==> src/rtl/frra_pkg.sv <==
// Shared types and constants for the fair ring resource arbiter.
package frra_pkg;

	localparam int AGENT_W  = 3;
	localparam int WEIGHT_W = 4;
	localparam int TOTAL_W  = 16;
	localparam logic [TOTAL_W-1:0] TOTAL_MAX = '1;

	typedef enum logic [1:0] {
		ST_THINKING = 2'd0,
		ST_HUNGRY   = 2'd1,
		ST_EATING   = 2'd2
	} status_t;

	typedef enum logic {
		OP_REQUEST = 1'b0,
		OP_RELEASE = 1'b1
	} op_t;

	// Per-agent update strobes for one processed beat
	typedef struct packed {
		logic                grant;
		logic                set_hungry;
		logic                release_en;
		logic [WEIGHT_W-1:0] weight;
	} cell_ctl_t;

	typedef struct packed {
		logic               last;
		logic [AGENT_W-1:0] agent;
	} out_item_t;

endpackage

==> src/rtl/fair_ring_resource_arbiter.sv <==
// Fair ring resource arbiter: input register, agent cells, grant logic, result buffer.
// Grants pass the input register, then the result buffer. Throughput: one beat per cycle
// while each beat yields at most one grant and m_axis_tready stays high; a release yielding
// two grants holds the next beat until the one-result-per-cycle output register drains.
// Reset (arst_n low): all agents thinking, totals zero, no beats pending; ready at once.
module fair_ring_resource_arbiter #(
	parameter int NUM_AGENTS = 5
) (
	input  logic       clk,
	input  logic       arst_n,
	input  logic       s_axis_tvalid,
	output logic       s_axis_tready,
	input  logic [7:0] s_axis_tdata,   // [2:0] agent_index, [6:3] usage_weight, [7] zero
	input  logic [0:0] s_axis_tuser,   // [0] operation
	output logic       m_axis_tvalid,
	input  logic       m_axis_tready,
	output logic [7:0] m_axis_tdata,   // [2:0] granted_agent, [7:3] zero
	output logic       m_axis_tlast
);

	localparam int AGW = $clog2(NUM_AGENTS);
	localparam int EW  = (AGW > frra_pkg::AGENT_W) ? AGW : frra_pkg::AGENT_W;
	localparam logic [AGW-1:0] LAST_IDX = AGW'(NUM_AGENTS - 1);

	// input register
	logic                           v_s1;
	frra_pkg::op_t                  op_s1;
	logic [frra_pkg::AGENT_W-1:0]   idx_s1;
	logic [frra_pkg::WEIGHT_W-1:0]  w_s1;

	logic proceed;
	logic can_load;

	assign s_axis_tready = !v_s1 || proceed;

	always_ff @(posedge clk or negedge arst_n) begin
		if (!arst_n) begin
			v_s1 <= 1'b0;
		end else if (s_axis_tready) begin
			v_s1 <= s_axis_tvalid;
		end
	end

	always_ff @(posedge clk) begin
		if (s_axis_tvalid && s_axis_tready) begin
			op_s1  <= frra_pkg::op_t'(s_axis_tuser[0]);
			idx_s1 <= s_axis_tdata[2:0];
			w_s1   <= s_axis_tdata[6:3];
		end
	end

	assign proceed = v_s1 && can_load;

	// agent index and its ring neighbours
	logic [EW-1:0]  idx_ext;
	logic [AGW-1:0] a;
	logic [AGW-1:0] l;
	logic [AGW-1:0] r;
	logic           in_range;

	assign idx_ext  = EW'(idx_s1);
	assign a        = idx_ext[AGW-1:0];
	assign in_range = (32'(idx_s1) < NUM_AGENTS);
	assign l        = (a == '0) ? LAST_IDX : a - AGW'(1);
	assign r        = (a == LAST_IDX) ? '0 : a + AGW'(1);

	// cells
	frra_pkg::status_t            st  [NUM_AGENTS];
	logic [frra_pkg::TOTAL_W-1:0] tot [NUM_AGENTS];
	frra_pkg::cell_ctl_t          ctl [NUM_AGENTS];
	logic [NUM_AGENTS-1:0]        okl;
	logic [NUM_AGENTS-1:0]        okr;
	logic [NUM_AGENTS-1:0]        hv;

	genvar j;
	generate
		for (j = 0; j < NUM_AGENTS; j++) begin : g_cell
			localparam int LI = (j == 0) ? NUM_AGENTS - 1 : j - 1;
			localparam int RI = (j == NUM_AGENTS - 1) ? 0 : j + 1;
			frra_cell u_cell (
				.clk          (clk),
				.arst_n       (arst_n),
				.ctl          (ctl[j]),
				.left_status  (st[LI]),
				.left_total   (tot[LI]),
				.right_status (st[RI]),
				.right_total  (tot[RI]),
				.status       (st[j]),
				.total        (tot[j]),
				.ok_left      (okl[j]),
				.ok_right     (okr[j])
			);
			assign hv[j] = (st[j] == frra_pkg::ST_HUNGRY);
		end
	endgenerate

	// grant decisions
	logic grant_req;
	logic grant_l;
	logic grant_r;

	assign grant_req = okl[a] && okr[a];
	// with two agents the far side of a neighbour is the releasing agent itself;
	// with three the right neighbour's far side is the left one, maybe just granted
	assign grant_l = hv[l] && ((NUM_AGENTS == 2) || okl[l]);
	assign grant_r = (NUM_AGENTS == 2) ? (hv[r] && !grant_l)
	                                   : (hv[r] && okr[r] && !((NUM_AGENTS == 3) && grant_l));

	logic do_req;
	logic do_rel;

	assign do_req = proceed && in_range && (op_s1 == frra_pkg::OP_REQUEST);
	assign do_rel = proceed && in_range && (op_s1 == frra_pkg::OP_RELEASE);

	always_comb begin
		for (int k = 0; k < NUM_AGENTS; k++) begin
			ctl[k].set_hungry = do_req && (a == AGW'(k));
			ctl[k].release_en = do_rel && (a == AGW'(k));
			ctl[k].grant      = (do_req && grant_req && (a == AGW'(k))) ||
			                    (do_rel && grant_l && (l == AGW'(k))) ||
			                    (do_rel && grant_r && (r == AGW'(k)));
			ctl[k].weight     = w_s1;
		end
	end

	// results of this beat
	logic [1:0]          n_res;
	frra_pkg::out_item_t item0;
	frra_pkg::out_item_t item1;
	logic [EW-1:0]       a_ext;
	logic [EW-1:0]       l_ext;
	logic [EW-1:0]       r_ext;

	assign a_ext = EW'(a);
	assign l_ext = EW'(l);
	assign r_ext = EW'(r);

	always_comb begin
		n_res       = 2'd0;
		item0.agent = a_ext[frra_pkg::AGENT_W-1:0];
		item0.last  = 1'b1;
		item1.agent = r_ext[frra_pkg::AGENT_W-1:0];
		item1.last  = 1'b1;
		if (in_range) begin
			unique case (op_s1)
				frra_pkg::OP_REQUEST: begin
					n_res = grant_req ? 2'd1 : 2'd0;
				end
				frra_pkg::OP_RELEASE: begin
					if (grant_l && grant_r) begin
						n_res       = 2'd2;
						item0.agent = l_ext[frra_pkg::AGENT_W-1:0];
						item0.last  = 1'b0;
					end else if (grant_l) begin
						n_res       = 2'd1;
						item0.agent = l_ext[frra_pkg::AGENT_W-1:0];
					end else if (grant_r) begin
						n_res       = 2'd1;
						item0.agent = r_ext[frra_pkg::AGENT_W-1:0];
					end
				end
				default: n_res = 2'd0;
			endcase
		end
	end

	frra_pkg::out_item_t out_item;

	frra_out_buf u_out_buf (
		.clk        (clk),
		.arst_n     (arst_n),
		.load       (proceed),
		.load_cnt   (n_res),
		.load_item0 (item0),
		.load_item1 (item1),
		.can_load   (can_load),
		.out_valid  (m_axis_tvalid),
		.out_item   (out_item),
		.out_ready  (m_axis_tready)
	);

	assign m_axis_tdata = {5'd0, out_item.agent};
	assign m_axis_tlast = out_item.last;

endmodule

==> src/rtl/frra_cell.sv <==
// One agent of the ring: status and consumed total, with its neighbour checks.
module frra_cell (
	input  logic                                    clk,
	input  logic                                    arst_n,
	input  frra_pkg::cell_ctl_t                     ctl,
	input  frra_pkg::status_t                       left_status,
	input  logic [frra_pkg::TOTAL_W-1:0]            left_total,
	input  frra_pkg::status_t                       right_status,
	input  logic [frra_pkg::TOTAL_W-1:0]            right_total,
	output frra_pkg::status_t                       status,
	output logic [frra_pkg::TOTAL_W-1:0]            total,
	output logic                                    ok_left,
	output logic                                    ok_right
);

	frra_pkg::status_t                status_q;
	logic [frra_pkg::TOTAL_W-1:0]     total_q;
	logic [frra_pkg::TOTAL_W:0]       sum;

	assign sum = {1'b0, total_q} + (frra_pkg::TOTAL_W+1)'(ctl.weight);

	always_ff @(posedge clk or negedge arst_n) begin
		if (!arst_n) begin
			status_q <= frra_pkg::ST_THINKING;
			total_q  <= '0;
		end else begin
			priority if (ctl.grant) begin
				status_q <= frra_pkg::ST_EATING;
			end else if (ctl.set_hungry) begin
				status_q <= frra_pkg::ST_HUNGRY;
			end else if (ctl.release_en) begin
				status_q <= frra_pkg::ST_THINKING;
			end
			if (ctl.release_en) begin
				total_q <= sum[frra_pkg::TOTAL_W] ? frra_pkg::TOTAL_MAX
				                                  : sum[frra_pkg::TOTAL_W-1:0];
			end
		end
	end

	// a neighbour blocks if eating, or hungry with a strictly smaller total
	assign ok_left  = (left_status != frra_pkg::ST_EATING) &&
	                  !((left_status == frra_pkg::ST_HUNGRY) && (left_total < total_q));
	assign ok_right = (right_status != frra_pkg::ST_EATING) &&
	                  !((right_status == frra_pkg::ST_HUNGRY) && (right_total < total_q));

	assign status = status_q;
	assign total  = total_q;

endmodule

==> src/rtl/frra_out_buf.sv <==
// Two-slot result register feeding the master stream.
module frra_out_buf (
	input  logic                  clk,
	input  logic                  arst_n,
	input  logic                  load,
	input  logic [1:0]            load_cnt,
	input  frra_pkg::out_item_t   load_item0,
	input  frra_pkg::out_item_t   load_item1,
	output logic                  can_load,
	output logic                  out_valid,
	output frra_pkg::out_item_t   out_item,
	input  logic                  out_ready
);

	logic [1:0]          cnt_q;
	frra_pkg::out_item_t slot0_q;
	frra_pkg::out_item_t slot1_q;
	logic                pop;

	assign pop      = (cnt_q != 2'd0) && out_ready;
	// new results only once the slots will be empty after this edge
	assign can_load = (cnt_q == 2'd0) || ((cnt_q == 2'd1) && pop);

	always_ff @(posedge clk or negedge arst_n) begin
		if (!arst_n) begin
			cnt_q <= 2'd0;
		end else begin
			if (load) begin
				cnt_q <= load_cnt;
			end else if (pop) begin
				cnt_q <= cnt_q - 2'd1;
			end
		end
	end

	always_ff @(posedge clk) begin
		if (load) begin
			slot0_q <= load_item0;
			slot1_q <= load_item1;
		end else if (pop) begin
			slot0_q <= slot1_q;
		end
	end

	assign out_valid = (cnt_q != 2'd0);
	assign out_item  = slot0_q;

endmodule

==> config.mk <==
export PLATFORM = sky130hd
export DESIGN_NAME = fair_ring_resource_arbiter
export DESIGN_NICKNAME = d
export VERILOG_FILES = /design/src/rtl/frra_pkg.sv /design/src/rtl/fair_ring_resource_arbiter.sv /design/src/rtl/frra_cell.sv /design/src/rtl/frra_out_buf.sv
export SDC_FILE = /design/constraint.sdc
export NUM_CORES = 1
export LEC_CHECK = 0
export BUFFER_PORTS_ARGS = -buffer_cell sky130_fd_sc_hd__buf_2
export CAP_MARGIN = 20
export CORE_MARGIN = 2
export CORE_UTILIZATION = 64
export CTS_CLUSTER_DIAMETER = 40
export CTS_CLUSTER_SIZE = 20
export DETAILED_ROUTE_END_ITERATION = 10
export PLACE_DENSITY = 0.86
export SYNTH_ARGS = -nofsm -noshare
export SYNTH_HDL_FRONTEND = slang
export SYNTH_SLANG_ARGS = --single-unit
==> constraint.sdc <==
create_clock -name clk -period 3.7 [get_ports clk]
set_input_delay 0.925 -clock clk [delete_from_list [all_inputs] [get_ports clk]]
set_output_delay 0.925 -clock clk [all_outputs]
set_load 0.005 [all_outputs]
* Word level (Yosys, flattened, before mapping) *
Cells that the tools add are included.

word-level totals
  logic and storage cells = 207
  register bits = 108
  bits of input ports = 13
  output and inout port bits = 11

cells by class
  bitwise logic cells = 1
  $add $sub $neg = 8
  mux-type cells = 50
  magnitude comparators = 14
  eq/ne operators = 23
  reduce and logical (&&, ||, !) cells = 93

operators by type and width
  cell                 count
  $lt 16x16->1         10
  $add 16x4->17        5
  $mux 16              5
  $logic_and 1x1->1    59
  $mux 2               19
  $bmux 1 s3           6
  $eq 3x2->1 const B   6
  $mux 4               4
  $mux 3               5
  $reduce_bool 3->1    5
  $eq 2x1->1 const B   6
  $logic_or 1x1->1     12
  $lt 3x4->1 const B   3
  $logic_not 1->1      11
  $mux 1               10
  $ne 2x2->1 const B   5
  $eq 3x1->1 const B   3
  $eq 3x3->1 const B   3
  $logic_not 3->1      3
  $pmux 2 s2           1
  $reduce_bool 2->1    2
  $add 3x1->3 const B  1
  $lt 3x3->1 const B   1
  $sub 3x1->3 const B  1
  other kinds (3)      3

* Longest topological paths before layout *
Gate-level depths: netlist of the first run.

  word-level depth = 13
  gate-level depth with buffers = 17

* Cells and area by module *
A second synthesis of the first run with hierarchy kept.

unflattened totals
  cells, all modules = 1182
  area total of the unflattened synthesis = 10430.0 um2

modules (own cells, without submodules)
  module                            times used  cells each  sequential area each (um2)  area an instance (um2)
  frra_cell (g_cell[3].u_cell ...)  2           203         450.4                       1744.2
  frra_cell (g_cell[0].u_cell)      1           204         450.4                       1752.9
  frra_cell (g_cell[2].u_cell)      1           201         450.4                       1750.4
  frra_cell (g_cell[1].u_cell)      1           194         450.4                       1699.1
  fair_ring_resource_arbiter        1           146         265.3                       1277.5
  frra_out_buf                      1           31          290.3                       461.7

* Worst setup path after synthesis of the first run *
OpenSTA, ideal clock, no wires.

  path kind = register to register
  start point = register idx_s1, in the netlist a[0]
  end point = register u_out_buf.slot0_q, in the netlist u_out_buf.out_item[1], data pin
  path slack = 0.329 ns
  arrival time = 3.098 ns
  data required time = 3.428 ns
  cell stages (with the launch flop) = 17
  path buffers = 2
  cells stage by stage = edfxtp_1 > buf_2 > inv_1 > ha_1 > ha_1 > clkbuf_1 > nor2_1 > o221ai_1 > a21oi_1 > and2_1 > o21bai_2 > ha_1 > inv_1 > o211a_1 > o31a_1 > o21a_1 > o221ai_1

on the way
  cells in the longest elaborated chain, start to end = 11

ends and longest elaborated chain
  element                                           RTL line                           RTL
  start, declared                                   fair_ring_resource_arbiter.sv:28   logic [frra_pkg::AGENT_W-1:0] idx_s1;
  start signal, assigned                            fair_ring_resource_arbiter.sv:47   idx_s1 <= s_axis_tdata[2:0];
  $add 3x1->3 / $eq 3x3->1 (equally long branches)  fair_ring_resource_arbiter.sv:65   assign r = (a == LAST_IDX) ? '0 : a + AGW'(1);
  $mux 3                                            fair_ring_resource_arbiter.sv:65
  $bmux 1 s3                                        fair_ring_resource_arbiter.sv:107  : (hv[r] && okr[r] && !((NUM_AGENTS == 3) && grant_l));
  $mux 1 (implied by the code)                      fair_ring_resource_arbiter.sv:107
  $logic_and 1x1->1                                 fair_ring_resource_arbiter.sv:107
  $mux 3                                            fair_ring_resource_arbiter.sv:157  end else if (grant_r) begin
  $mux 3                                            fair_ring_resource_arbiter.sv:154  end else if (grant_l) begin
  $mux 3                                            fair_ring_resource_arbiter.sv:150  if (grant_l && grant_r) begin
  $mux 4                                            fair_ring_resource_arbiter.sv:145  unique case (op_s1)
  $mux 4 *                                          fair_ring_resource_arbiter.sv:144  if (in_range) begin
  $mux 4 *                                          frra_out_buf.sv:37                 if (load) begin
  end signal, assigned                              frra_out_buf.sv:38                 slot0_q <= load_item0;
  end signal, assigned                              frra_out_buf.sv:41                 slot0_q <= slot1_q;
  end, declared                                     frra_out_buf.sv:16                 frra_pkg::out_item_t slot0_q;

Mark *: on every way between the ends. The rest lies on a longest branch, timed or not. The select of a mux whose other input is x is not followed.
A chain may end at the register's enable or synchronous reset.

* Worst setup path in the final report of the first run *
  start point = register g_cell[3].u_cell.total_q, in the netlist g_cell[3].u_cell.total[13]
  end point = register u_out_buf.slot0_q, in the netlist u_out_buf.out_item[1], data pin

on the way
  cells in the longest elaborated chain, start to end = 13

ends and longest elaborated chain
  element                       RTL line                           RTL
  start, declared               frra_cell.sv:17                    logic [frra_pkg::TOTAL_W-1:0] total_q;
  start signal, assigned        frra_cell.sv:35                    total_q <= sum[frra_pkg::TOTAL_W] ? frra_pkg::TOTAL_MAX
  $lt 16x16->1                  frra_cell.sv:45                    !((right_status == frra_pkg::ST_HUNGRY) && (right_total < total_q));
  $logic_and 1x1->1             frra_cell.sv:45
  $logic_not 1->1               frra_cell.sv:45
  $logic_and 1x1->1             frra_cell.sv:44                    assign ok_right = (right_status != frra_pkg::ST_EATING) &&
  $bmux 1 s3                    fair_ring_resource_arbiter.sv:107
  $mux 1 (implied by the code)  fair_ring_resource_arbiter.sv:107
  $logic_and 1x1->1             fair_ring_resource_arbiter.sv:107
  $mux 3                        fair_ring_resource_arbiter.sv:157
  $mux 3                        fair_ring_resource_arbiter.sv:154
  $mux 3 *                      fair_ring_resource_arbiter.sv:150
  $mux 4 *                      fair_ring_resource_arbiter.sv:145
  $mux 4 *                      fair_ring_resource_arbiter.sv:144
  $mux 4 *                      frra_out_buf.sv:37

Marked as above.

==> results of run 1 <==
[what timing repair did]
action	4_1_cts	5_1_grt
buffers inserted	0	3
endpoints found under the setup margin	0	3
resized for setup	0	10
[metrics by stage]
step / instances / power, W / hold WS, ns
global placement: 1141 / 0.00390 / 0.474
finish: 1160 / 0.00508 / 0.497
floorplan: 924 / 0.00331 / 0.464
detailed placement: 1141 / 0.00400 / 0.489
CTS: 1157 / 0.00504 / 0.506
global route: 1160 / 0.00544 / 0.527
[cell type report]
type	count	area [um^2]
Clock buffer	11	243
Clock inverter	5	58.8
Fill cell	925	3430
Inverter	83	312
Multi-Input combinational cell	716	5080
Sequential cell	108	2780
Tap cell	172	215
Timing Repair Buffer	65	448
[state kept, by name, summed over array words and instances (netlist names)]
| name | flops |
|---|---|
| u_out_buf.cnt_q | 2 |
| g_cell.u_cell.total | 80 |
| u_out_buf.slot1_q | 3 |
| w_s1 | 4 |
| u_out_buf.out_item | 4 |
| g_cell.u_cell.status | 10 |
| op_s1 | 1 |
| v_s1 | 1 |
| a | 3 |
[cell usage in the layout, fill, tap and decap left out, types with 7 or more instances in the layout]
| master | synthesis | routed |
|---|---|---|
| sky130_fd_sc_hd__buf_2 | 2 | 16 |
| sky130_fd_sc_hd__nand2b_1 | 12 | 12 |
| sky130_fd_sc_hd__inv_1 | 81 | 81 |
| sky130_fd_sc_hd__ha_1 | 110 | 110 |
| sky130_fd_sc_hd__nand3_1 | 32 | 32 |
| sky130_fd_sc_hd__and2_1 | 7 | 7 |
| sky130_fd_sc_hd__xnor2_1 | 30 | 30 |
| sky130_fd_sc_hd__o21ai_0 | 39 | 38 |
| sky130_fd_sc_hd__xor2_1 | 7 | 7 |
| sky130_fd_sc_hd__clkbuf_16 | 0 | 9 |
| sky130_fd_sc_hd__nand2_1 | 112 | 112 |
| sky130_fd_sc_hd__a21o_1 | 9 | 9 |
| sky130_fd_sc_hd__nor4_1 | 11 | 7 |
| sky130_fd_sc_hd__edfxtp_1 | 15 | 15 |
| sky130_fd_sc_hd__buf_4 | 5 | 49 |
| sky130_fd_sc_hd__a22oi_1 | 7 | 7 |
| sky130_fd_sc_hd__nor2_1 | 45 | 45 |
| sky130_fd_sc_hd__nor3_1 | 26 | 25 |
| sky130_fd_sc_hd__a21oi_1 | 70 | 70 |
| sky130_fd_sc_hd__nor2b_1 | 28 | 28 |
| sky130_fd_sc_hd__o211ai_1 | 15 | 15 |
| sky130_fd_sc_hd__a31oi_1 | 9 | 8 |
| sky130_fd_sc_hd__and3_1 | 18 | 18 |
| sky130_fd_sc_hd__nand4_1 | 26 | 26 |
| sky130_fd_sc_hd__o21a_1 | 12 | 12 |
| sky130_fd_sc_hd__dfrtp_1 | 93 | 93 |
[per-layer routing]
| metal | up-vias | GRT usage (%) | part of all wire [%] |
|---|---|---|---|
| li1 | 3447 | - | - |
| met1 | 3529 | 45.4 | 44 |
| met2 | 286 | 49.9 | 47 |
| met3 | 35 | 6.64 | 7.2 |
| met4 | 0 | 9.65 | 1.8 |
| met5 | - | 0 | 0 |
[report_power, final]
group | leakage [nW] | internal (W) | switching [W]
Sequential | 1.30 | 0.00148 | 0.000234
Combinational | 2.82 | 0.00101 | 0.00136
Clock | 0.142 | 0.000545 | 0.000455
Total | 4.26 | 0.00303 | 0.00205
[kinds of logic (layout without fill, tap and decap cells)]
logic type      after synthesis  in the layout  synth area share, %
buf+inv                     100            164                 5.02
simple gates                339            339                 20.8
xor+xnor                     37             37                 3.95
mux                           8              8                 1.04
fa+ha+maj                   115            115                 18.0
other cells                   1              5               0.0457
flops                       108            108                 33.9
compound gates              212            212                 17.2
[worst min path at each step]
stage                               endpoint          startpoint
after floorplan           u_out_buf.cnt_q[1]  u_out_buf.cnt_q[1]
after global placement    u_out_buf.cnt_q[1]  u_out_buf.cnt_q[1]
after detailed placement  u_out_buf.cnt_q[1]  u_out_buf.cnt_q[1]
after CTS                 u_out_buf.cnt_q[1]  u_out_buf.cnt_q[1]
after global routing      u_out_buf.cnt_q[1]  u_out_buf.cnt_q[1]
final                     u_out_buf.cnt_q[1]  u_out_buf.cnt_q[1]
==> summary.txt, run 1 <==
Setup path
  • Critical path depth: 13
  • Kind of capture point of the worst setup path: flip-flop
  • Arr. time, crit path: 3.70 ns
  • Worst EP required: 3.79 ns
  • Worst reg2reg path endpoint: u_out_buf.out_item[1]
  • Critical-path cell list: inv_1, ha_1, nand4_1, a2111o_1, a311oi_1, or4_1, o21ai_0, ha_1, inv_1, o211a_1, o31a_1, o21a_1, o221ai_1
  • Critical Path Max Stage Delay: 0.48 ns
  • R2r worst-path depth: 13
  • Gate family responsible for the most delay along the worst path: compound AO/OA/AOI/OAI gates
  • Reg-to-reg setup timing slack: 0.1 ns
  • Launching element of the worst setup path: g_cell[3].u_cell.total[13]
  • Library cell contributing the largest single delay on the critical path: sky130_fd_sc_hd__a311oi_1
  • Maximum fanout along the worst path: 7
  • Critical path class: flip-flop to flip-flop
  • Timing endpoint of the critical path: u_out_buf.out_item[1]
  • Critical path startpoint category: flip-flop
  • R2R Path Start: g_cell[3].u_cell.total[13]
  • Count of buffering cells on the critical path with inverters included: 2

Synth
  • Total standard cell area after synthesis: about 8200 um^2
  • Area leader, netlist: sky130_fd_sc_hd__dfrtp_1
  • Sequential fraction of the synthesis area: 33.9%
  • Cell count after synthesis: between 900 and 1k
  • Leading cell types by total area after synthesis: sky130_fd_sc_hd__dfrtp_1 (28%), sky130_fd_sc_hd__ha_1 (17%), sky130_fd_sc_hd__edfxtp_1 (5.5%), sky130_fd_sc_hd__nand2_1 (5.1%), sky130_fd_sc_hd__a21oi_1 (4.3%)
  • Mean instance size in the synthesized netlist: just under 9 um^2
  • Most frequent cell after synthesis: sky130_fd_sc_hd__nand2_1
  • Number of enable-type register cells in the synthesized netlist: 15
  • Share of async-settable or async-resettable flops after synthesis: 86.1%
  • Commonest cells in the synthesized netlist: sky130_fd_sc_hd__nand2_1 (112), sky130_fd_sc_hd__ha_1 (110), sky130_fd_sc_hd__dfrtp_1 (93)
  • Proportion of netlist area held by the largest area contributor: between 20 and 30%
  • Yosys reg bits: 108
  • Number of synthesis warnings: 0
  • Unique cell type count in the Yosys netlist: 72
  • Primary FF master, synth: sky130_fd_sc_hd__dfrtp_1

Job
  • # Max-Cap Violations: 0

STA
  • Upper clock frequency limit: 0.277 GHz
  • Share of the cycle needed by the critical path after routing: a little over nine tenths
  • Number of pins with negative max-slew slack in the final report: 0
  • Pin slew with the least headroom to its limit: 0.816 ns
  • Setup_tns: 0 ns
  • Final setup skew: 0.00860 ns
  • Final Hold Vio Count: 0
  • Max_slew headroom: 44.9%
  • Time the final worst path needs with I/O delays and setup: approximately 3.6 ns
  • Setup violators final: 0
  • Final Worst Setup Slack: 0.0954 ns
  • Unrepaired setup endpoints after global routing: no

Place
  • Detailed placement HPWL: between 15000 and 20000 um
  • Placed standard-cell area: 8750 um^2
  • Worst setup timing slack at the placement stage: approximately 0.11 ns
  • RD Place Congestion: 0.983
  • Port Buffer Count: 17

Route
  • Average via count per standard cell: 6.29
  • DR DRC count: 0
  • DRT Pass-1 Iters: 7
  • Starting DRC count in detailed routing: 768
  • Antenna Violating Nets Remaining: 0
  • Wire length after detailed routing: 21100 um
  • Vias: roughly 7.3k
  • Routed wire length per instance: 18.2 um

Global routing
  • Sum of overflow across all layers after global routing: 0
  • Maximum number of pins on one net before global-route repair: 56
  • Wire length of the first global-routing pass: 33900 um
  • Number of global-route vias before repair: 6738
  • Overall Global Routing Usage: ~32%
  • Initial antenna violation count: 0

Die
  • Total Die Area: 13700 um^2
  • Die span in x: ~120 um
  • Cell row count: 41
  • Number of I/O pins: 24
  • Starting density of the core: 65.2%
  • Chip height: 117 um
  • Area of the core region: 12600 um^2

Cells and area
  • Layout overhead on the synthesized area: 11.4%
  • Antenna cells: 0
  • Total number of nets in the final design: between 1k and 1.5k
  • Final standard cell area without fillers: 9140 um^2
  • Layout cell share with drive strength beyond 1: 11.0%
  • Core Util, Final: between 70% and 80%

Clocking
  • Total number of H-tree levels: 3
  • Clock-pin slew of the registers on the worst-case setup and hold paths: 0.07 ns
  • Clock tree from TritonCTS: yes
  • Sinks on Clock Net: approximately 110
  • CTS Hold Bufs: 0
  • Clock buffers created by TritonCTS: 9
  • Later-pin clock latency in the skew report: 0.36 ns
  • Root Driver: sky130_fd_sc_hd__clkbuf_16
  • CTS Buffer Depth: 2

Power
  • Leakage: around 4.3 nW
  • Power per Cell Area: 557 nW/um^2
  • Worst-case vdd ir drop: 0.000464 V

Worst hold path
  • Hold crit path type: flip-flop to flip-flop
  • Instance count along the most critical hold path: 1

Outcome
  • Result of the run: finished clean
(Power assumes the default switching activity.)
==> inputs of run 2 (changes only) <==
Settings changed: CAP_MARGIN 20 to not set, CORE_MARGIN 2 to not set, PLACE_DENSITY 0.86 to 0.83.
==> run 2 against run 1 <==
Compared with the run above:
- wire length down 1.5%
- non-clock buffer count down 7
- global-route usage up 1.1 points
- count of clock-buffer cells in the layout down 1
- power down 2.2%
- combinational power down 3%
- highest routed layer unchanged
- sequential share of layout area up 0.33 points
- critical endpoint unchanged
- clock power down 6%
- largest power group unchanged
- critical path depth up 2
- clock skew up 0.0026 ns
- largest cell class unchanged
- via count down 3.2%
==> summary.txt, run 2 (synthesis gave the netlist of run 1 again) <==
Global routing
  • Overall Global Routing Usage: 33.2% (was 32.1%)
  • Wire length of the first global-routing pass: 33400 um (was 33900 um)
  • Sum of overflow across all layers after global routing: 0 (unchanged)
  • Number of global-route vias before repair: 6656 (was 6738)
  • Maximum number of pins on one net before global-route repair: 51 (was 56)
  • Initial antenna violation count: 0 (unchanged)

Job
  • # Max-Cap Violations: 0 (unchanged)

Setup path
  • Kind of capture point of the worst setup path: flip-flop (unchanged)
  • Worst EP required: 3.81 ns (was 3.79 ns)
  • Arr. time, crit path: 3.68 ns (was 3.70 ns)
  • Critical path class: flip-flop to flip-flop (unchanged)
  • Critical path startpoint category: flip-flop (unchanged)
  • Maximum fanout along the worst path: 8 (was 7)

Place
  • Worst setup timing slack at the placement stage: 0.103 ns (was 0.107 ns)
  • Port Buffer Count: 17 (unchanged)
  • RD Place Congestion: 0.986 (was 0.983)
  • Detailed placement HPWL: 16100 um (was 16400 um)

Route
  • Starting DRC count in detailed routing: 561 (was 768)
  • Routed wire length per instance: 18.1 um (was 18.2 um)
  • DRT Pass-1 Iters: 8 (was 7)
  • Vias: 7061 (was 7297)
  • Wire length after detailed routing: 20800 um (was 21100 um)
  • DR DRC count: 0 (unchanged)
  • Antenna Violating Nets Remaining: 0 (unchanged)
  • Average via count per standard cell: 6.15 (was 6.29)

STA
  • Final Worst Setup Slack: 0.124 ns (was 0.0954 ns)
  • Final Hold Vio Count: 0 (unchanged)
  • Final-layout worst hold slack: 0.496 ns (was 0.497 ns)
  • Share of the cycle needed by the critical path after routing: 96.6% (was 97.4%)
  • Setup violators final: 0 (unchanged)
  • Upper clock frequency limit: 0.280 GHz (was 0.277 GHz)
  • Time the final worst path needs with I/O delays and setup: 3.58 ns (was 3.60 ns)
  • Final setup skew: 0.0112 ns (was 0.00860 ns)
  • Max_slew headroom: 45.0% (was 44.9%)
  • Number of pins with negative max-slew slack in the final report: 0 (unchanged)
  • Pin slew with the least headroom to its limit: 0.814 ns (was 0.816 ns)

Power
  • Leakage: 4.21 nW (was 4.26 nW)
  • Power per Cell Area: 549 nW/um^2 (was 557 nW/um^2)
  • Worst-case vdd ir drop: 0.000496 V (was 0.000464 V)
  • Total design power: 0.00497 W (was 0.00508 W)

Clocking
  • Sinks on Clock Net: 108 (unchanged)
  • Later-pin clock latency in the skew report: 0.37 ns (was 0.36 ns)
  • Clock-pin slew of the registers on the worst-case setup and hold paths: 0.08 ns (was 0.07 ns)
  • Total number of H-tree levels: 3 (unchanged)
  • Clock tree from TritonCTS: yes (unchanged)
  • Root Driver: sky130_fd_sc_hd__clkbuf_16 (unchanged)
  • CTS Hold Bufs: 0 (unchanged)
  • CTS Buffer Depth: 2 (unchanged)
  • Clock buffers created by TritonCTS: 9 (unchanged)

Die
  • Area of the core region: 12300 um^2 (was 12600 um^2)
  • Die span in x: 115 um (was 117 um)
  • Total Die Area: 13300 um^2 (was 13700 um^2)
  • Starting density of the core: 66.9% (was 65.2%)
  • Chip height: 115 um (was 117 um)
  • Number of I/O pins: 24 (unchanged)
  • Cell row count: 40 (was 41)

Cells and area
  • Total number of nets in the final design: 1104 (was 1111)
  • Core Util, Final: 73.8% (was 72.7%)
  • Most frequent standard cell in the layout excluding fill and tap cells: sky130_fd_sc_hd__nand2_1 (unchanged)
  • Top library cells by usage in the layout, fill and taps aside: sky130_fd_sc_hd__nand2_1 (112), sky130_fd_sc_hd__ha_1 (110), sky130_fd_sc_hd__dfrtp_1 (90) (was sky130_fd_sc_hd__nand2_1 (112), sky130_fd_sc_hd__ha_1 (110), sky130_fd_sc_hd__dfrtp_1 (93))
  • Antenna cells: 0 (unchanged)
  • Layout cell share with drive strength beyond 1: 10.7% (was 11.0%)
  • Max reg flops: 80 (unchanged)
  • Layout overhead on the synthesized area: 10.4% (was 11.4%)

Worst hold path
  • Hold crit path type: flip-flop to flip-flop (unchanged)

Outcome
  • Result of the run: finished clean (unchanged)
run 2: worst max-delay path: stages, from the launching register on:
cell                       delay [ns]
sky130_fd_sc_hd__dfrtp_1         0.41
sky130_fd_sc_hd__buf_4           0.18
sky130_fd_sc_hd__ha_1            0.32
sky130_fd_sc_hd__nand4_1         0.19
sky130_fd_sc_hd__buf_4           0.14
sky130_fd_sc_hd__nor2_1          0.03
sky130_fd_sc_hd__nor3_1          0.35
sky130_fd_sc_hd__and4_1          0.32
sky130_fd_sc_hd__a41o_1          0.29
sky130_fd_sc_hd__o21ai_0         0.13
sky130_fd_sc_hd__ha_1            0.22
sky130_fd_sc_hd__inv_1           0.06
sky130_fd_sc_hd__o211a_1         0.25
sky130_fd_sc_hd__o31a_1          0.19
sky130_fd_sc_hd__o21a_1          0.13
sky130_fd_sc_hd__o221ai_1        0.12
run 2: metrics by stage:
stage	setup TNS (ns)	area, um^2	cells
floorplan	0	8210	924
global placement	0	8700	1130
detailed placement	0	8700	1130
CTS	0	8970	1146
global route	-0.00231	9050	1149
finish	0	9050	1149
run 2: layout make-up:
class                           instances  area [um^2]
Clock buffer                           10          239
Clock inverter                          6         38.8
Fill cell                             938         3210
Inverter                               83          312
Multi-Input combinational cell        716         5070
Sequential cell                       108         2780
Tap cell                              168          210
Timing Repair Buffer                   58          395
run 2: worst paths after layout:
kind / cells after the start / end / slack [ns] / start
hold reg to reg: 1 / u_out_buf.cnt_q[1] / 0.50 / u_out_buf.cnt_q[1]
min in group asynchronous: 1 / g_cell[1].u_cell.total[14] / 0.58 / arst_n
setup reg to reg: 15 / u_out_buf.out_item[1] / 0.12 / g_cell[2].u_cell.total[13]
hold / removal: 1 / u_out_buf.cnt_q[1] / 0.50 / u_out_buf.cnt_q[1]
max in group asynchronous: 2 / g_cell[0].u_cell.total[12] / 2.33 / arst_n
setup / recovery: 15 / u_out_buf.out_item[1] / 0.12 / g_cell[2].u_cell.total[13]
run 2: per-layer routing:
layer	part of all wire (%)	up-vias	wire length, um	track usage (%)
met4	2.5	0	522	11.3
met2	45	256	9310	52.0
li1	-	3432	-	-
met3	8.3	47	1720	8.01
met1	44	3326	9220	45.0
met5	0	-	0	0
run 2: where the power goes:
| group | internal, W | switching [W] |
|---|---|---|
| sequential | 0.00148 | 0.000249 |
| clock | 0.000474 | 0.000462 |
| combinational | 0.000979 | 0.00133 |
| total | 0.00294 | 0.00204 |
run 2: repair_timing:
action                                  4_1_cts  5_1_grt
endpoints found under the setup margin        0        3
resized for setup                             0       12
setup buffers                                 0        3
==> inputs of run 3 (changes only) <==
Settings changed: ABC_AREA set to 1.
==> run 3 against run 2 <==
Compared with the run above:
- synthesized cell count increased by 25%
- count of clock-buffer cells in the layout increased by 2
- combinational power decreased by 9.1%
- setup slack improved by 0.40 ns
- non-clock buffer count decreased by 32
- sequential share of layout area decreased by 0.44 points
- clock power decreased by 3.9%
- critical path depth increased by 5
- worst hold slack improved by 0.022 ns
- register-to-register slack improved by 0.40 ns
- sequential power decreased by 5%
- critical path type unchanged
- highest routed layer unchanged
==> summary.txt, run 3 <==
Outcome
  • Result of the run: finished clean (unchanged)

Clocking
  • CTS resizes: 0 (unchanged)
  • Total number of H-tree levels: 3 (unchanged)
  • Root Driver: sky130_fd_sc_hd__clkbuf_16 (unchanged)
  • CTS Hold Bufs: 0 (unchanged)
  • Clock buffers created by TritonCTS: 9 (unchanged)
  • CTS Buffer Depth: 2 (unchanged)
  • Post-CTS setup repair buffer count: 0 (unchanged)
  • Sinks on Clock Net: 108 (unchanged)
  • Clock-pin slew of the registers on the worst-case setup and hold paths: 0.07 ns (was 0.08 ns)
  • Later-pin clock latency in the skew report: 0.36 ns (was 0.37 ns)
  • Clock tree from TritonCTS: yes (unchanged)

Synth
  • Commonest cells in the synthesized netlist: sky130_fd_sc_hd__nand2_1 (260), sky130_fd_sc_hd__inv_1 (185), sky130_fd_sc_hd__ha_1 (110) (was sky130_fd_sc_hd__nand2_1 (112), sky130_fd_sc_hd__ha_1 (110), sky130_fd_sc_hd__dfrtp_1 (93))
  • Number of synthesis warnings: 0 (unchanged)
  • Mean instance size in the synthesized netlist: 7.47 um^2 (was 8.91 um^2)
  • Area leader, netlist: sky130_fd_sc_hd__dfrtp_1 (unchanged)
  • Most frequent cell after synthesis: sky130_fd_sc_hd__nand2_1 (unchanged)
  • Share of async-settable or async-resettable flops after synthesis: 86.1% (unchanged)
  • Proportion of netlist area held by the largest area contributor: 27.1% (was 28.4%)
  • Leading cell types by total area after synthesis: sky130_fd_sc_hd__dfrtp_1 (27%), sky130_fd_sc_hd__ha_1 (16%), sky130_fd_sc_hd__nand2_1 (11%), sky130_fd_sc_hd__inv_1 (8.1%), sky130_fd_sc_hd__nand3_1 (5.6%) (was sky130_fd_sc_hd__dfrtp_1 (28%), sky130_fd_sc_hd__ha_1 (17%), sky130_fd_sc_hd__edfxtp_1 (5.5%), sky130_fd_sc_hd__nand2_1 (5.1%), sky130_fd_sc_hd__a21oi_1 (4.3%))
  • Cell count after synthesis: 1149 (was 920)
  • Yosys reg bits: 108 (unchanged)
  • Sequential fraction of the synthesis area: 32.4% (was 33.9%)
  • Total standard cell area after synthesis: 8580 um^2 (was 8200 um^2)
  • Unique cell type count in the Yosys netlist: 50 (was 72)
  • Number of enable-type register cells in the synthesized netlist: 15 (unchanged)
  • Primary FF master, synth: sky130_fd_sc_hd__dfrtp_1 (unchanged)

STA
  • Number of pins with negative max-slew slack in the final report: 0 (unchanged)
  • Setup violators final: 0 (unchanged)
  • Share of the cycle needed by the critical path after routing: 85.9% (was 96.6%)
  • Unrepaired setup endpoints after global routing: no
  • Pin slew with the least headroom to its limit: 0.858 ns (was 0.814 ns)
  • Final setup skew: 0.00785 ns (was 0.0112 ns)
  • Upper clock frequency limit: 0.315 GHz (was 0.280 GHz)
  • Max_slew headroom: 42.8% (was 45.0%)
  • Final Hold Vio Count: 0 (unchanged)
  • Time the final worst path needs with I/O delays and setup: 3.18 ns (was 3.58 ns)
  • Setup_tns: 0 ns (unchanged)

Worst hold path
  • Hold path endpoint: g_cell[3].u_cell.total[13] (was u_out_buf.cnt_q[1])
  • Beginning of the worst hold path: g_cell[3].u_cell.total[13] (was u_out_buf.cnt_q[1])
  • Instance count along the most critical hold path: 2 (was 1)
  • Hold crit path type: flip-flop to flip-flop (unchanged)

Power
  • Total design power: 0.00463 W (was 0.00497 W)
  • Leakage: 4.79 nW (was 4.21 nW)
  • Worst-case vdd ir drop: 0.000485 V (was 0.000496 V)
  • Power per Cell Area: 505 nW/um^2 (was 549 nW/um^2)

Route
  • Vias: 7648 (was 7061)
  • DR DRC count: 0 (unchanged)
  • Antenna Violating Nets Remaining: 0 (unchanged)
  • Wire length after detailed routing: 21100 um (was 20800 um)
  • Routed wire length per instance: 15.6 um (was 18.1 um)
  • DRT Pass-1 Iters: 5 (was 8)
  • Average via count per standard cell: 5.63 (was 6.15)
  • Starting DRC count in detailed routing: 607 (was 561)

Cells and area
  • Total number of nets in the final design: 1310 (was 1104)
  • Core Util, Final: 71.5% (was 73.8%)
  • Layout overhead on the synthesized area: 6.88% (was 10.4%)
  • Final standard cell area without fillers: 9170 um^2 (was 9050 um^2)
  • Layout cell share with drive strength beyond 1: 6.91% (was 10.7%)
  • Max reg flops: 80 (unchanged)
  • Antenna cells: 0 (unchanged)
  • Most frequent standard cell in the layout excluding fill and tap cells: sky130_fd_sc_hd__nand2_1 (unchanged)
  • Top library cells by usage in the layout, fill and taps aside: sky130_fd_sc_hd__nand2_1 (260), sky130_fd_sc_hd__inv_1 (185), sky130_fd_sc_hd__ha_1 (110) (was sky130_fd_sc_hd__nand2_1 (112), sky130_fd_sc_hd__ha_1 (110), sky130_fd_sc_hd__dfrtp_1 (90))

Job
  • # Max-Cap Violations: 0 (unchanged)

Setup path
  • Reg-to-reg setup timing slack: 0.52 ns (was 0.12 ns)
  • Worst reg2reg path endpoint: u_out_buf.out_item[0] (was u_out_buf.out_item[1])
  • Kind of capture point of the worst setup path: flip-flop (unchanged)
  • Arr. time, crit path: 3.29 ns (was 3.68 ns)
  • Critical path class: flip-flop to flip-flop (unchanged)
  • Critical path startpoint category: flip-flop (unchanged)
  • R2r worst-path depth: 20 (was 15)
  • Maximum fanout along the worst path: 6 (was 8)
  • R2R Path Start: a[0] (was g_cell[2].u_cell.total[13])
  • Worst EP required: 3.81 ns (about the same)

Place
  • Placed standard-cell area: 8910 um^2 (was 8700 um^2)
  • RD Place Congestion: 0.983 (was 0.986)
  • Detailed placement HPWL: 17100 um (was 16100 um)
  • Port Buffer Count: 17 (unchanged)

Global routing
  • Wire length of the first global-routing pass: 35400 um (was 33400 um)
  • Initial antenna violation count: 0 (unchanged)
  • Number of global-route vias before repair: 7274 (was 6656)
  • Overall Global Routing Usage: 32.4% (was 33.2%)
  • Maximum number of pins on one net before global-route repair: 65 (was 51)
  • Sum of overflow across all layers after global routing: 0 (unchanged)

Die
  • Area of the core region: 12800 um^2 (was 12300 um^2)
  • Cell row count: 41 (was 40)
  • Die span in x: 118 um (was 115 um)
  • Starting density of the core: 66.9% (about the same)
  • Number of I/O pins: 24 (unchanged)
  • Total Die Area: 13900 um^2 (was 13300 um^2)
  • Chip height: 118 um (was 115 um)
==> run 3: cell types whose count changed after synthesis, moves of 18 or more <==
cell and change:
sky130_fd_sc_hd__o21ai_0 +18, sky130_fd_sc_hd__and3_1 -18, sky130_fd_sc_hd__xnor2_1 -26, sky130_fd_sc_hd__nand2_1 +148
sky130_fd_sc_hd__nor2_1 +61, sky130_fd_sc_hd__inv_1 +104, sky130_fd_sc_hd__nand3_1 +64, sky130_fd_sc_hd__nor2b_1 -28
==> run 3: critical path, cell delays in order (launching register included) <==
cell,delay (ns)
sky130_fd_sc_hd__edfxtp_1,0.35
sky130_fd_sc_hd__inv_1,0.13
sky130_fd_sc_hd__ha_1,0.28
sky130_fd_sc_hd__ha_1,0.27
sky130_fd_sc_hd__nor2_1,0.31
sky130_fd_sc_hd__inv_1,0.16
sky130_fd_sc_hd__nor2_1,0.16
sky130_fd_sc_hd__nand2_1,0.07
sky130_fd_sc_hd__nand2_1,0.07
sky130_fd_sc_hd__nor2_1,0.04
sky130_fd_sc_hd__nand2_1,0.06
sky130_fd_sc_hd__nand2_1,0.09
sky130_fd_sc_hd__nand2_1,0.15
sky130_fd_sc_hd__inv_1,0.09
sky130_fd_sc_hd__ha_1,0.21
sky130_fd_sc_hd__inv_1,0.06
sky130_fd_sc_hd__nand2_1,0.10
sky130_fd_sc_hd__inv_1,0.11
sky130_fd_sc_hd__nand3_1,0.07
sky130_fd_sc_hd__nand2_1,0.08
sky130_fd_sc_hd__a21oi_1,0.07
==> run 3: cell type report <==
| cell class | count | area (um^2) |
|---|---|---|
| Clock buffer | 12 | 236 |
| Sequential cell | 108 | 2780 |
| Fill cell | 1070 | 3660 |
| Clock inverter | 4 | 25.0 |
| Multi-Input combinational cell | 841 | 5020 |
| Timing Repair Buffer | 26 | 155 |
| Tap cell | 172 | 215 |
| Inverter | 196 | 738 |
==> run 3: worst max-delay path by stage <==
stage                              startpoint                          to  slack [ns]  cells after the start
floorplan                                a[0]       u_out_buf.out_item[1]        0.85                     18
global placement                         a[0]       u_out_buf.out_item[2]        0.62                     20
detailed placement              m_axis_tready  g_cell[4].u_cell.total[14]        0.57                     14
CTS                                      a[0]       u_out_buf.out_item[0]        0.56                     20
global route        g_cell[1].u_cell.total[6]       u_out_buf.out_item[0]        0.20                     24
finish                                   a[0]       u_out_buf.out_item[0]        0.52                     20
==> run 3: report_power, final <==
part / total, W / leakage [nW] / internal (W) / switching [W]
combinational: 0.00209 / 3.35 / 0.000760 / 0.00133
sequential: 0.00164 / 1.32 / 0.00145 / 0.000191
clock: 0.000900 / 0.131 / 0.000457 / 0.000443
total: 0.00463 / 4.79 / 0.00267 / 0.00196
==> run 3: routing by layer <==
layer / up-vias / wire length, um / global-route usage, %
met2: 237 / 9730 / 52.0
met1: 3508 / 9430 / 43.8
met4: 0 / 571 / 12.1
met3: 50 / 1420 / 5.33
li1: 3853 / - / -
met5: - / 0 / 0
==> run 3: cells by family after synthesis <==
group | Yosys count | share of synthesized area [%]
other cells | 1 | 0.0437
fa+ha+maj | 115 | 17.2
flops | 108 | 32.4
simple gates | 540 | 28.6
xor+xnor | 13 | 1.33
buf+inv | 204 | 9.26
compound gates | 168 | 11.2
==> run 3: stage by stage <==
stage               hold slack [ns]  instances  worst slack (ns)
floorplan                     0.472       1153             0.849
global placement              0.490       1343             0.621
detailed placement            0.505       1343             0.573
CTS                           0.523       1359             0.564
global route                  0.562       1359             0.197
finish                        0.518       1359             0.522
